`src/sv/rau_pkg.sv`:
```
`default_nettype none
package rau_pkg;

    localparam int W     = 32;
    localparam int DW    = 2 * W;
    localparam int NUM_W = 32;
    localparam int DEN_W = 31;

    localparam logic [2:0] OP_ADD = 3'd0;
    localparam logic [2:0] OP_SUB = 3'd1;
    localparam logic [2:0] OP_MUL = 3'd2;
    localparam logic [2:0] OP_DIV = 3'd3;
    localparam logic [2:0] OP_CMP = 3'd4;

    localparam logic [1:0] ST_OK   = 2'd0;
    localparam logic [1:0] ST_ZDEN = 2'd1;
    localparam logic [1:0] ST_DIV0 = 2'd2;
    localparam logic [1:0] ST_OVF  = 2'd3;

    localparam logic [1:0] ORD_LT = 2'd0;
    localparam logic [1:0] ORD_EQ = 2'd1;
    localparam logic [1:0] ORD_GT = 2'd2;

    typedef struct packed {
        logic          start;
        logic [DW-1:0] x;
        logic [DW-1:0] y;
    } t_unit_req;

endpackage
`default_nettype wire

```
`src/sv/rau_div.sv`:
```
`default_nettype none
module rau_div (
    input  wire logic                     i_clk,
    input  wire logic                     i_rst_n,
    input  wire rau_pkg::t_unit_req       i_req,
    output logic                          o_done,
    output logic [rau_pkg::DW-1:0]        o_q
);

    localparam int CW = $clog2(rau_pkg::DW);

    logic                   r_busy, r_done;
    logic [CW-1:0]          r_cnt;
    logic [rau_pkg::DW-1:0] r_rem, r_quo, r_d;
    logic [rau_pkg::DW:0]   w_sh, w_diff;
    logic                   w_bit;

    always_comb begin
        w_sh   = {r_rem, r_quo[rau_pkg::DW-1]};
        w_diff = w_sh - {1'b0, r_d};
        w_bit  = !w_diff[rau_pkg::DW];
    end

    always_ff @(posedge i_clk) begin
        if (!i_rst_n) begin
            r_busy <= 1'b0;
            r_done <= 1'b0;
        end else begin
            r_done <= 1'b0;
            if (i_req.start && !r_busy) begin
                r_busy <= 1'b1;
                r_cnt  <= CW'(rau_pkg::DW - 1);
                r_rem  <= '0;
                r_quo  <= i_req.x;
                r_d    <= i_req.y;
            end else if (r_busy) begin
                r_rem <= w_bit ? w_diff[rau_pkg::DW-1:0] : w_sh[rau_pkg::DW-1:0];
                r_quo <= {r_quo[rau_pkg::DW-2:0], w_bit};
                r_cnt <= r_cnt - 1'b1;
                if (r_cnt == '0) begin
                    r_busy <= 1'b0;
                    r_done <= 1'b1;
                end
            end
        end
    end

    assign o_done = r_done;
    assign o_q    = r_quo;

endmodule
`default_nettype wire

```
`config.mk`:
```
export PLATFORM = sky130hd
export DESIGN_NAME = rau_div
export DESIGN_NICKNAME = d
export VERILOG_FILES = /design/src/sv/rau_pkg.sv /design/src/sv/rau_div.sv
export SDC_FILE = /design/constraint.sdc
export NUM_CORES = 1
export LEC_CHECK = 0
export BUFFER_PORTS_ARGS = -buffer_cell sky130_fd_sc_hd__buf_4
export CORE_UTILIZATION = 40
export DETAILED_ROUTE_END_ITERATION = 7
export HOLD_SLACK_MARGIN = 0.12
export PLACE_DENSITY = 0.71
export SLEW_MARGIN = 20
export SYNTH_ARGS = -nofsm -noshare
export SYNTH_HDL_FRONTEND = slang
export SYNTH_SLANG_ARGS = --single-unit
```
`constraint.sdc`:
```
create_clock -name i_clk -period 5.35 [get_ports i_clk]
set_clock_uncertainty 0.15 [all_clocks]
set_input_delay 0.535 -clock i_clk [delete_from_list [all_inputs] [get_ports i_clk]]
set_output_delay 0.535 -clock i_clk [all_outputs]
set_load 0.02 [all_outputs]
```
==> results of run 1 <==
==> worst max-delay path: cells and delay by family (launching register included) <==
| family | cells | cell delay (ns) |
|---|---|---|
| and+or+nand+nor | 1 | 0.20 |
| DFF | 1 | 0.38 |
| AOI/OAI and AO/OA | 8 | 1.94 |
| buffers and inverters | 2 | 0.52 |
| xor gates and xnor gates | 1 | 0.36 |
| adders and majority gates | 2 | 0.62 |
==> through the flow <==
| stage | setup WS [ns] | util, % | cell area, um2 | hold slack [ns] | cells |
|---|---|---|---|---|---|
| after floorplan | 1.137 | - | 12010 | 0.3662 | 1291 |
| after global placement | 1.187 | 46.77 | 13830 | 0.3760 | 1828 |
| after detailed placement | 1.075 | 46.77 | 13830 | 0.3817 | 1828 |
| after CTS | 1.032 | 50.96 | 15060 | 0.1204 | 1922 |
| after global routing | 0.7567 | 51.04 | 15090 | 0.1283 | 1924 |
| final | 1.009 | 51.04 | 15090 | 0.1474 | 1924 |
==> power breakdown <==
group	switching [W]	leakage (nW)	internal, W	total (W)
clock network	0.000703	0.299	0.000640	0.00134
logic	0.00107	4.28	0.000720	0.00179
registers	0.0000909	1.90	0.00196	0.00205
total	0.00186	6.48	0.00332	0.00518
==> registers in the layout (all words and copies together), names as in the netlist <==
register  flops
r_busy        1
r_cnt         6
r_d          64
o_q          64
o_done        1
r_rem        64
==> kinds of logic (layout without fill, tap and decap cells) <==
family / count (synthesis) / count (layout) / share of synthesized area (%)
buffers and inverters: 142 / 385 / 4.720
flip-flops: 200 / 200 / 49.85
adder cells (fa/ha/maj): 67 / 67 / 7.044
AND/OR/NAND/NOR: 520 / 520 / 18.41
AO/OA/AOI/OAI: 305 / 305 / 15.66
XOR/XNOR: 57 / 57 / 4.314
==> placed cells by master, fill, tap and decap left out, types with 14 or more instances in the layout <==
master / count
a211oi_1: 14
a21o_1: 29
a21oi_1: 136
buf_4: 201
clkbuf_16: 17
dlygate4sd3_1: 64
edfxtp_1: 198
ha_1: 66
inv_1: 86
nand2_1: 363
nand3_1: 23
nand4_1: 19
nor2_1: 48
nor3_1: 14
o21ai_0: 48
xnor2_1: 34
xor2_1: 21
==> area by class of cell <==
| type | instances | area (um2) |
|---|---|---|
| multi-input cells | 949 | 5493 |
| clock buffers | 17 | 425.4 |
| fillers | 2789 | 14470 |
| clock inverters | 15 | 192.7 |
| repair buffers | 267 | 2181 |
| inverters | 86 | 322.8 |
| flip-flops and latches | 200 | 5986 |
| well taps | 390 | 488.0 |
==> path summary, 6_finish.rpt <==
kind	from	slack, ns	to
hold reg to reg	o_q[51]	0.41	o_q[52]
setup / recovery	o_q[63]	1.01	r_rem[30]
hold / removal	i_rst_n	0.15	o_done
setup reg to reg	o_q[63]	1.01	r_rem[30]
==> layer usage <==
metal  part of all wire [%]  GRT usage [%]  vias up
met3                    6.7          5.628       35
met5                      0              0        -
met4                    1.5          5.616        0
met1                     42          24.66     4737
li1                       -              -     5007
met2                     50          35.90      334
==> flow_summary.json, run 1 <==
{
  "run_status": "completed",
  "syn_inst": 1291,
  "max_stage_delay_ns": 0.46,
  "gp_congestion": 0.8792,
  "required_ns": 5.49,
  "rsz0062_at_grt": "no",
  "antenna_cells": 0,
  "coreArea_um2": 29560,
  "totalPowerFinal_w": 0.005180,
  "post-cts-setup-buffers": 0,
  "wire_per_inst_um": 15.99,
  "max-slew-margin-rel_pct": 40.17,
  "io_pins": 196,
  "io_buffers": 195,
  "synthArstFlopShare_pct": 0,
  "cts_tree": "done",
  "dpl.hpwl_um": 22040,
  "maxSlewViolCount": 0,
  "synth_cell_type_count": 64,
  "routed_wl_um": 30770,
  "synth_area_leaders": "edfxtp_1, nand2_1, ha_1",
  "synthToLayoutAreaGrowth_pct": 25.65,
  "synth_top_area_share_pct": 49.52,
  "hold_depth": 2,
  "yosysSeqAreaShare_pct": 49.85,
  "grt_pass1_vias": 10104,
  "firstDrtPassIters": 5,
  "antenna_left": 0,
  "dieArea_um2": 30720,
  "synth_area_leader_cell": "edfxtp_1",
  "finalSetupViolations": 0,
  "clock-sinks": 200,
  "path_clk_slew_ns": 0.09,
  "gr-total-overflow": 0,
  "clock_path_buffers": 2,
  "irDropWorstVdd_uv": 249.9,
  "drtIter0Drc": 624,
  "synth_most_common_cell": "nand2_1",
  "cts_resized": 0,
  "grt_first_pass_wirelength_um": 50380,
  "p_leak_nw": 6.481,
  "synth_ff_type": "edfxtp_1",
  "arrival_ns": 4.48,
  "synth_enable_flop_cells": 198,
  "r2r_cells": 14,
  "vias": 10113,
  "synth_area_um2": 12010,
  "grt_usage_pct": 20.51,
  "finalHoldViolCount": 0,
  "p_per_area_nw_per_um2": 343.3,
  "synth_common_cells": "nand2_1, edfxtp_1, a21oi_1, inv_1, ha_1",
  "ys_ff_latch": 200,
  "h-tree-depth": 4,
  "syn_avg_cell_area_um2": 9.301,
  "finalNetCount": 1719,
  "setup_tns_ns": 0,
  "drv_cap": 0,
  "path_common_cell": "a21oi_1",
  "detail_route.vias_per_cell": 5.256,
  "critical_path_class": "reg -> reg",
  "hold_buffers": 62,
  "initial_core_util_pct": 40.62,
  "clock_latency_ns": 0.46,
  "die_y_um": 175.3,
  "synth_warnings": 0,
  "fin_crit_ns": 4.341,
  "fmax_mhz": 230.3,
  "cts_root_buf": "clkbuf_16",
  "crit_path_max_fanout": 37,
  "endpoint_kind": "register",
  "cp_cell_sequence": "inv_1 -> ha_1 -> fa_1 -> nand2b_1 -> a21oi_1 -> o21ai_1 -> a211oi_2 -> o211ai_2 -> a2111oi_4 -> o21ai_2 -> xnor2_4 -> buf_4 -> o2111ai_1 -> a21oi_1",
  "drc_errors": 0,
  "period_share_pct": 81.15,
  "cts_buffers": 17,
  "die_w_um": 175.3,
  "num_rows": 63,
  "tightest_slew_ns": 0.8974,
  "grt_antenna_before_repair": 0,
  "drive_gt1_share_pct": 16.62,
  "critPathSlowestCell": "buf_4",
  "worstSetupStartpointType": "register",
  "hold_class": "in -> reg",
  "synth_nets": 1489,
  "grt_max_degree": 103
}
No activity file was read; power rests on OpenSTA's default activity.
==> run 2: changes to the inputs <==
--- a/config.mk
+++ b/config.mk
@@ -9,7 +9,7 @@
 export CORE_UTILIZATION = 40
 export DETAILED_ROUTE_END_ITERATION = 7
 export HOLD_SLACK_MARGIN = 0.12
-export PLACE_DENSITY = 0.71
+export PLACE_DENSITY = 0.73
 export SLEW_MARGIN = 20
 export SYNTH_ARGS = -nofsm -noshare
 export SYNTH_HDL_FRONTEND = slang
==> constraint.sdc (replaced) <==
create_clock -name i_clk -period 3.9 [get_ports i_clk]
set_clock_uncertainty 0.15 [all_clocks]
set_input_delay 0.39 -clock i_clk [delete_from_list [all_inputs] [get_ports i_clk]]
set_output_delay 0.39 -clock i_clk [all_outputs]
set_load 0.02 [all_outputs]
==> run 2 against run 1 <==
Against the previous run:
- flip-flop and latch count unchanged
- combinational power grew 59%
- routed wire length increased by 10%
- global-route usage increased by 1.4 points
- first-iteration DRC count rose by 22%
- worst hold slack better by 0.0088 ns
- highest routed layer unchanged
- sequential share of layout area fell by 2.5 points
- non-clock buffer count is 95 higher
- clock-buffer cell count grew 1
- die area stayed put
- sequential power is 38% higher
- final cell count rose by 4.9%
==> flow_summary.json, run 2 (same netlist as run 1, synthesis figures left out) <==
{
  "run_status": "completed",
  "multi_input_area_um2": 5530,
  "required_ns": 4.05,
  "seqCellArea_um2": 5986,
  "critPathSlowestCell": "fa_1",
  "antenna_cells": 0,
  "tightest_slew_ns": 0.8427,
  "drv_cap": 0,
  "worstSetupStartpointType": "register",
  "rr_startpoint": "o_q[63]",
  "wire_per_inst_um": 16.79,
  "place_area_um2": 13990,
  "cp_top_family": "compound AO/OA/AOI/OAI gates",
  "routed_wl_um": 33900,
  "drtIter0Drc": 759,
  "mostFrequentLayoutCells": "nand2_1, buf_4, edfxtp_1",
  "fmax_mhz": 265.8,
  "hold_class": "in -> reg",
  "gp_congestion": 0.9113,
  "max_stage_delay_ns": 0.40,
  "maxSlewViolCount": 0,
  "synthToLayoutAreaGrowth_pct": 34.05,
  "cts_buffers": 17,
  "detail_route.vias_per_cell": 5.339,
  "gr-total-overflow": 0,
  "endpoint_kind": "register",
  "clock_path_buffers": 2,
  "cts_root_buf": "clkbuf_16",
  "firstDrtPassIters": 5,
  "dpl.hpwl_um": 22270,
  "critical_path_class": "reg -> reg",
  "io_buffers": 195,
  "clock_latency_ns": 0.45,
  "grt_usage_pct": 21.95,
  "h-tree-depth": 4,
  "startpoint": "o_q[63]",
  "p_per_area_nw_per_um2": 468.6,
  "vias": 10779,
  "p_leak_nw": 6.943,
  "layout_commonest_cell": "nand2_1",
  "antenna_left": 0,
  "finalSetupViolations": 0,
  "die_y_um": 175.3,
  "clock-sinks": 200,
  "hold_ws_ns": 0.1561,
  "nFillCells": 2570,
  "finalNetCount": 1814,
  "grt_pass1_vias": 10958,
  "hp-start": "i_req[82]",
  "coreArea_um2": 29560,
  "finalHoldViolCount": 0,
  "fin_crit_ns": 3.763,
  "totalPowerFinal_w": 0.007542,
  "fin_area_um2": 16100,
  "die_w_um": 175.3,
  "grt_max_degree": 72,
  "initial_core_util_pct": 40.62,
  "path_clk_slew_ns": 0.08,
  "grt_antenna_before_repair": 0,
  "crit_path_max_fanout": 9,
  "num_rows": 63,
  "io_pins": 196,
  "dieArea_um2": 30720,
  "grt_first_pass_wirelength_um": 53740,
  "critPathBufInv": 2,
  "irDropWorstVdd_uv": 376.9,
  "cts_tree": "done",
  "cp_cell_sequence": "inv_1 -> ha_1 -> fa_1 -> nand2b_4 -> a21oi_2 -> o21ai_2 -> a211oi_2 -> o211ai_2 -> a2111oi_4 -> o21ai_4 -> xor2_4 -> buf_12 -> or3_1 -> a21oi_1",
  "arrival_ns": 3.91,
  "drive_gt1_share_pct": 17.74,
  "period_share_pct": 96.48,
  "drc_errors": 0,
  "max-slew-margin-rel_pct": 43.82
}
run 2: changes by cell type in the layout (fill, tap and decap cells not counted), moves of 3 or more:
cell	previous run	this run
clkinv_8	7	2
buf_12	1	4
buf_4	201	223
buf_6	1	4
clkbuf_16	17	20
dlygate4sd3_1	64	128
run 2: per-layer routing:
| layer | vias to the layer above | share of wire, % | track usage, % | wire, um |
|---|---|---|---|---|
| met2 | 399 | 49 | 37.42 | 16580 |
| met1 | 5124 | 42 | 26.99 | 14360 |
| met5 | - | 0 | 0 | 0 |
| met4 | 0 | 2.5 | 8.188 | 837 |
| li1 | 5212 | - | - | - |
| met3 | 44 | 6.3 | 5.065 | 2124 |
run 2: final timing paths:
path / endpoint / slack (ns) / cells after the start
worst max-delay path: r_rem[43] / 0.14 / 14
worst min register to register: o_q[28] / 0.41 / 2
worst max register to register: r_rem[43] / 0.14 / 14
worst min-delay path: o_q[18] / 0.16 / 3
run 2: worst register-to-register path: cells and delay by family, from the launching register on:
family                   cells  cell delay, ns
XOR/XNOR                     1            0.19
AO/OA/AOI/OAI                7            1.50
AND/OR/NAND/NOR              2            0.54
adder cells (fa/ha/maj)      2            0.62
buffers and inverters        2            0.22
flip-flops                   1            0.38
run 2: where the power goes:
part / internal [W] / switching (W) / leakage [nW]
registers: 0.00268 / 0.000134 / 1.90
logic: 0.00124 / 0.00161 / 4.75
clock network: 0.000978 / 0.000899 / 0.293
total: 0.00490 / 0.00264 / 6.94
run 2: cell type report:
type,count,area share (%)
Sequential cell,200,37.19
Multi-Input combinational cell,949,34.36
Timing Repair Buffer,362,19.60
Tap cell,390,3.031
Clock buffer,18,2.666
Inverter,86,2.005
Clock inverter,14,1.150
run 2: repair_timing:
| action | CTS | global route |
|---|---|---|
| cloned | 0 | 4 |
| endpoints found under the setup margin | 34 | 63 |
| hold endpoints to repair | 128 | 0 |
| resized for setup | 0 | 9 |
| hold buffers | 128 | 0 |
| setup buffers | 2 | 6 |
| pin swaps | 0 | 6 |
run 2: stage by stage:
stage | TNS [ns] | setup WS (ns) | std cells | utilization, %
after floorplan | 0 | 0.2785 | 1291 | -
after global placement | 0 | 0.1422 | 1847 | 47.34
after detailed placement | -0.08639 | -0.02127 | 1847 | 47.34
after CTS | 0 | 0.04029 | 2009 | 53.80
after global routing | -0.1902 | -0.04146 | 2019 | 54.46
final | 0 | 0.1374 | 2019 | 54.46
==> run 3: changes to the inputs <==
--- a/config.mk
+++ b/config.mk
@@ -6,10 +6,10 @@
 export NUM_CORES = 1
 export LEC_CHECK = 0
 export BUFFER_PORTS_ARGS = -buffer_cell sky130_fd_sc_hd__buf_4
-export CORE_UTILIZATION = 40
+export CORE_UTILIZATION = 37
 export DETAILED_ROUTE_END_ITERATION = 7
 export HOLD_SLACK_MARGIN = 0.12
-export PLACE_DENSITY = 0.73
+export PLACE_DENSITY = 0.69
 export SLEW_MARGIN = 20
 export SYNTH_ARGS = -nofsm -noshare
 export SYNTH_HDL_FRONTEND = slang
==> run 3 against run 2 <==
Against the previous run:
- core utilization shrank 3.8 points
- final area shrank 0.26%
- die area grew 8.0%
- critical path type unchanged
- critical endpoint unchanged
==> flow_summary.json, run 3 (same netlist as run 1, synthesis figures left out) <==
{
  "grt_antenna_before_repair": 0,
  "io_buffers": 195,
  "num_rows": 65,
  "setup_tns_ns": 0,
  "dpl.hpwl_um": 22890,
  "final_core_util_pct": 50.62,
  "run_status": "completed",
  "layout_commonest_cell": "nand2_1",
  "tightest_slew_ns": 0.8772,
  "antenna_cells": 0,
  "finalHoldViolCount": 0,
  "gp_congestion": 0.9002,
  "finalNetCount": 1813,
  "maxSlewViolCount": 0,
  "drc_errors": 0,
  "path_clk_slew_ns": 0.08,
  "die_y_um": 182.2,
  "dieArea_um2": 33180,
  "irDropWorstVdd_uv": 343.6,
  "period_share_pct": 93.85,
  "io_pins": 196,
  "vias": 10542,
  "grt_first_pass_wirelength_um": 53230,
  "firstDrtPassIters": 5,
  "fmax_mhz": 273.2,
  "hold_class": "in -> reg",
  "max_stage_delay_ns": 0.39,
  "grt_usage_pct": 20.03,
  "gr-total-overflow": 0,
  "cp_cell_sequence": "inv_1 -> ha_1 -> fa_1 -> nand2b_4 -> a21oi_2 -> o21ai_2 -> a211oi_2 -> o211ai_2 -> a2111oi_4 -> o21ai_4 -> xor2_4 -> buf_12 -> or3_1 -> a21oi_1",
  "critical_path_class": "reg -> reg",
  "finalSetupViolations": 0,
  "max-slew-margin-rel_pct": 41.52,
  "cts_buffers": 17,
  "coreArea_um2": 31720,
  "detail_route.vias_per_cell": 5.193,
  "endpoint_kind": "register",
  "drv_cap": 0,
  "p_leak_nw": 6.921,
  "grt_max_degree": 63,
  "drive_gt1_share_pct": 17.75,
  "drtIter0Drc": 716,
  "cts_root_buf": "clkbuf_16",
  "hold_ws_ns": 0.1397,
  "arrival_ns": 3.81,
  "required_ns": 4.05,
  "p_per_area_nw_per_um2": 457.2,
  "routed_wl_um": 32400,
  "crit_path_max_fanout": 21,
  "worstSetupStartpointType": "register",
  "initial_core_util_pct": 37.86,
  "cts_tree": "done",
  "antenna_left": 0,
  "fin_crit_ns": 3.660,
  "critPathSlowestCell": "fa_1",
  "wire_per_inst_um": 15.96,
  "clock_latency_ns": 0.46,
  "die_w_um": 182.2,
  "mostFrequentLayoutCells": "nand2_1, buf_4, edfxtp_1",
  "clock-sinks": 200,
  "synthToLayoutAreaGrowth_pct": 33.70,
  "h-tree-depth": 4,
  "grt_pass1_vias": 10766,
  "clock_path_buffers": 2
}
## run 3: cell count changes in the layout (fill, tap and decap cells not counted), sizes merged
cell	before	now
inv	92	91
buf	231	233
clkinv	4	5
clkbuf	21	18
## run 3: timing repair
action	in CTS	in global routing
hold buffers	128	0
endpoints found under the hold margin	128	0
gates resized for setup	0	7
setup buffers	0	1
endpoints found under the setup margin	0	57
## run 3: final timing paths
kind,from,endpoint,slack (ns),cells past startpoint
max,o_q[63],r_rem[43],0.24,14
min,i_req[127],o_q[63],0.14,3
max reg2reg,o_q[63],r_rem[43],0.24,14
min reg2reg,o_q[55],o_q[56],0.41,2
## run 3: cell type report
class | count | area, um2
tap | 402 | 503.0
clock inverter | 14 | 185.2
clock buffer | 18 | 429.2
timing repair buffer | 361 | 3093
sequential | 200 | 5986
fill | 2863 | 15660
multi-input combinational | 949 | 5535
inverter | 86 | 322.8
## run 3: critical path: cells and delay by family, from the launching register on
family	cells	cell delay [ns]
adders and majority gates	2	0.61
DFF	1	0.38
buffers and inverters	2	0.25
xor gates and xnor gates	1	0.20
AOI/OAI and AO/OA	7	1.41
and+or+nand+nor	2	0.54
## run 3: report_power, final
| part | switching [W] | total, W | internal, W |
|---|---|---|---|
| Sequential | 0.000128 | 0.00281 | 0.00268 |
| Clock | 0.000891 | 0.00187 | 0.000977 |
| Combinational | 0.00151 | 0.00266 | 0.00115 |
| Total | 0.00253 | 0.00734 | 0.00481 |
## run 3: routing by layer
layer / global-route usage, % / part of all wire [%]
met5: 0 / 0
met4: 5.916 / 1.8
met1: 24.65 / 44
met2: 34.91 / 49
met3: 4.530 / 5.8
## run 3: metrics by stage
step	area, um2	std cells	power [W]	setup slack (ns)
6_report	16050	2030	0.007341	0.2398
5_1_grt	16050	2030	0.007799	-0.01004
4_1_cts	16000	2029	0.007362	0.06194
3_5_place_dp	14110	1869	0.005372	0.09913
3_3_place_gp	14110	1869	0.005320	0.1614
2_1_floorplan	12010	1291	0.004603	0.2785
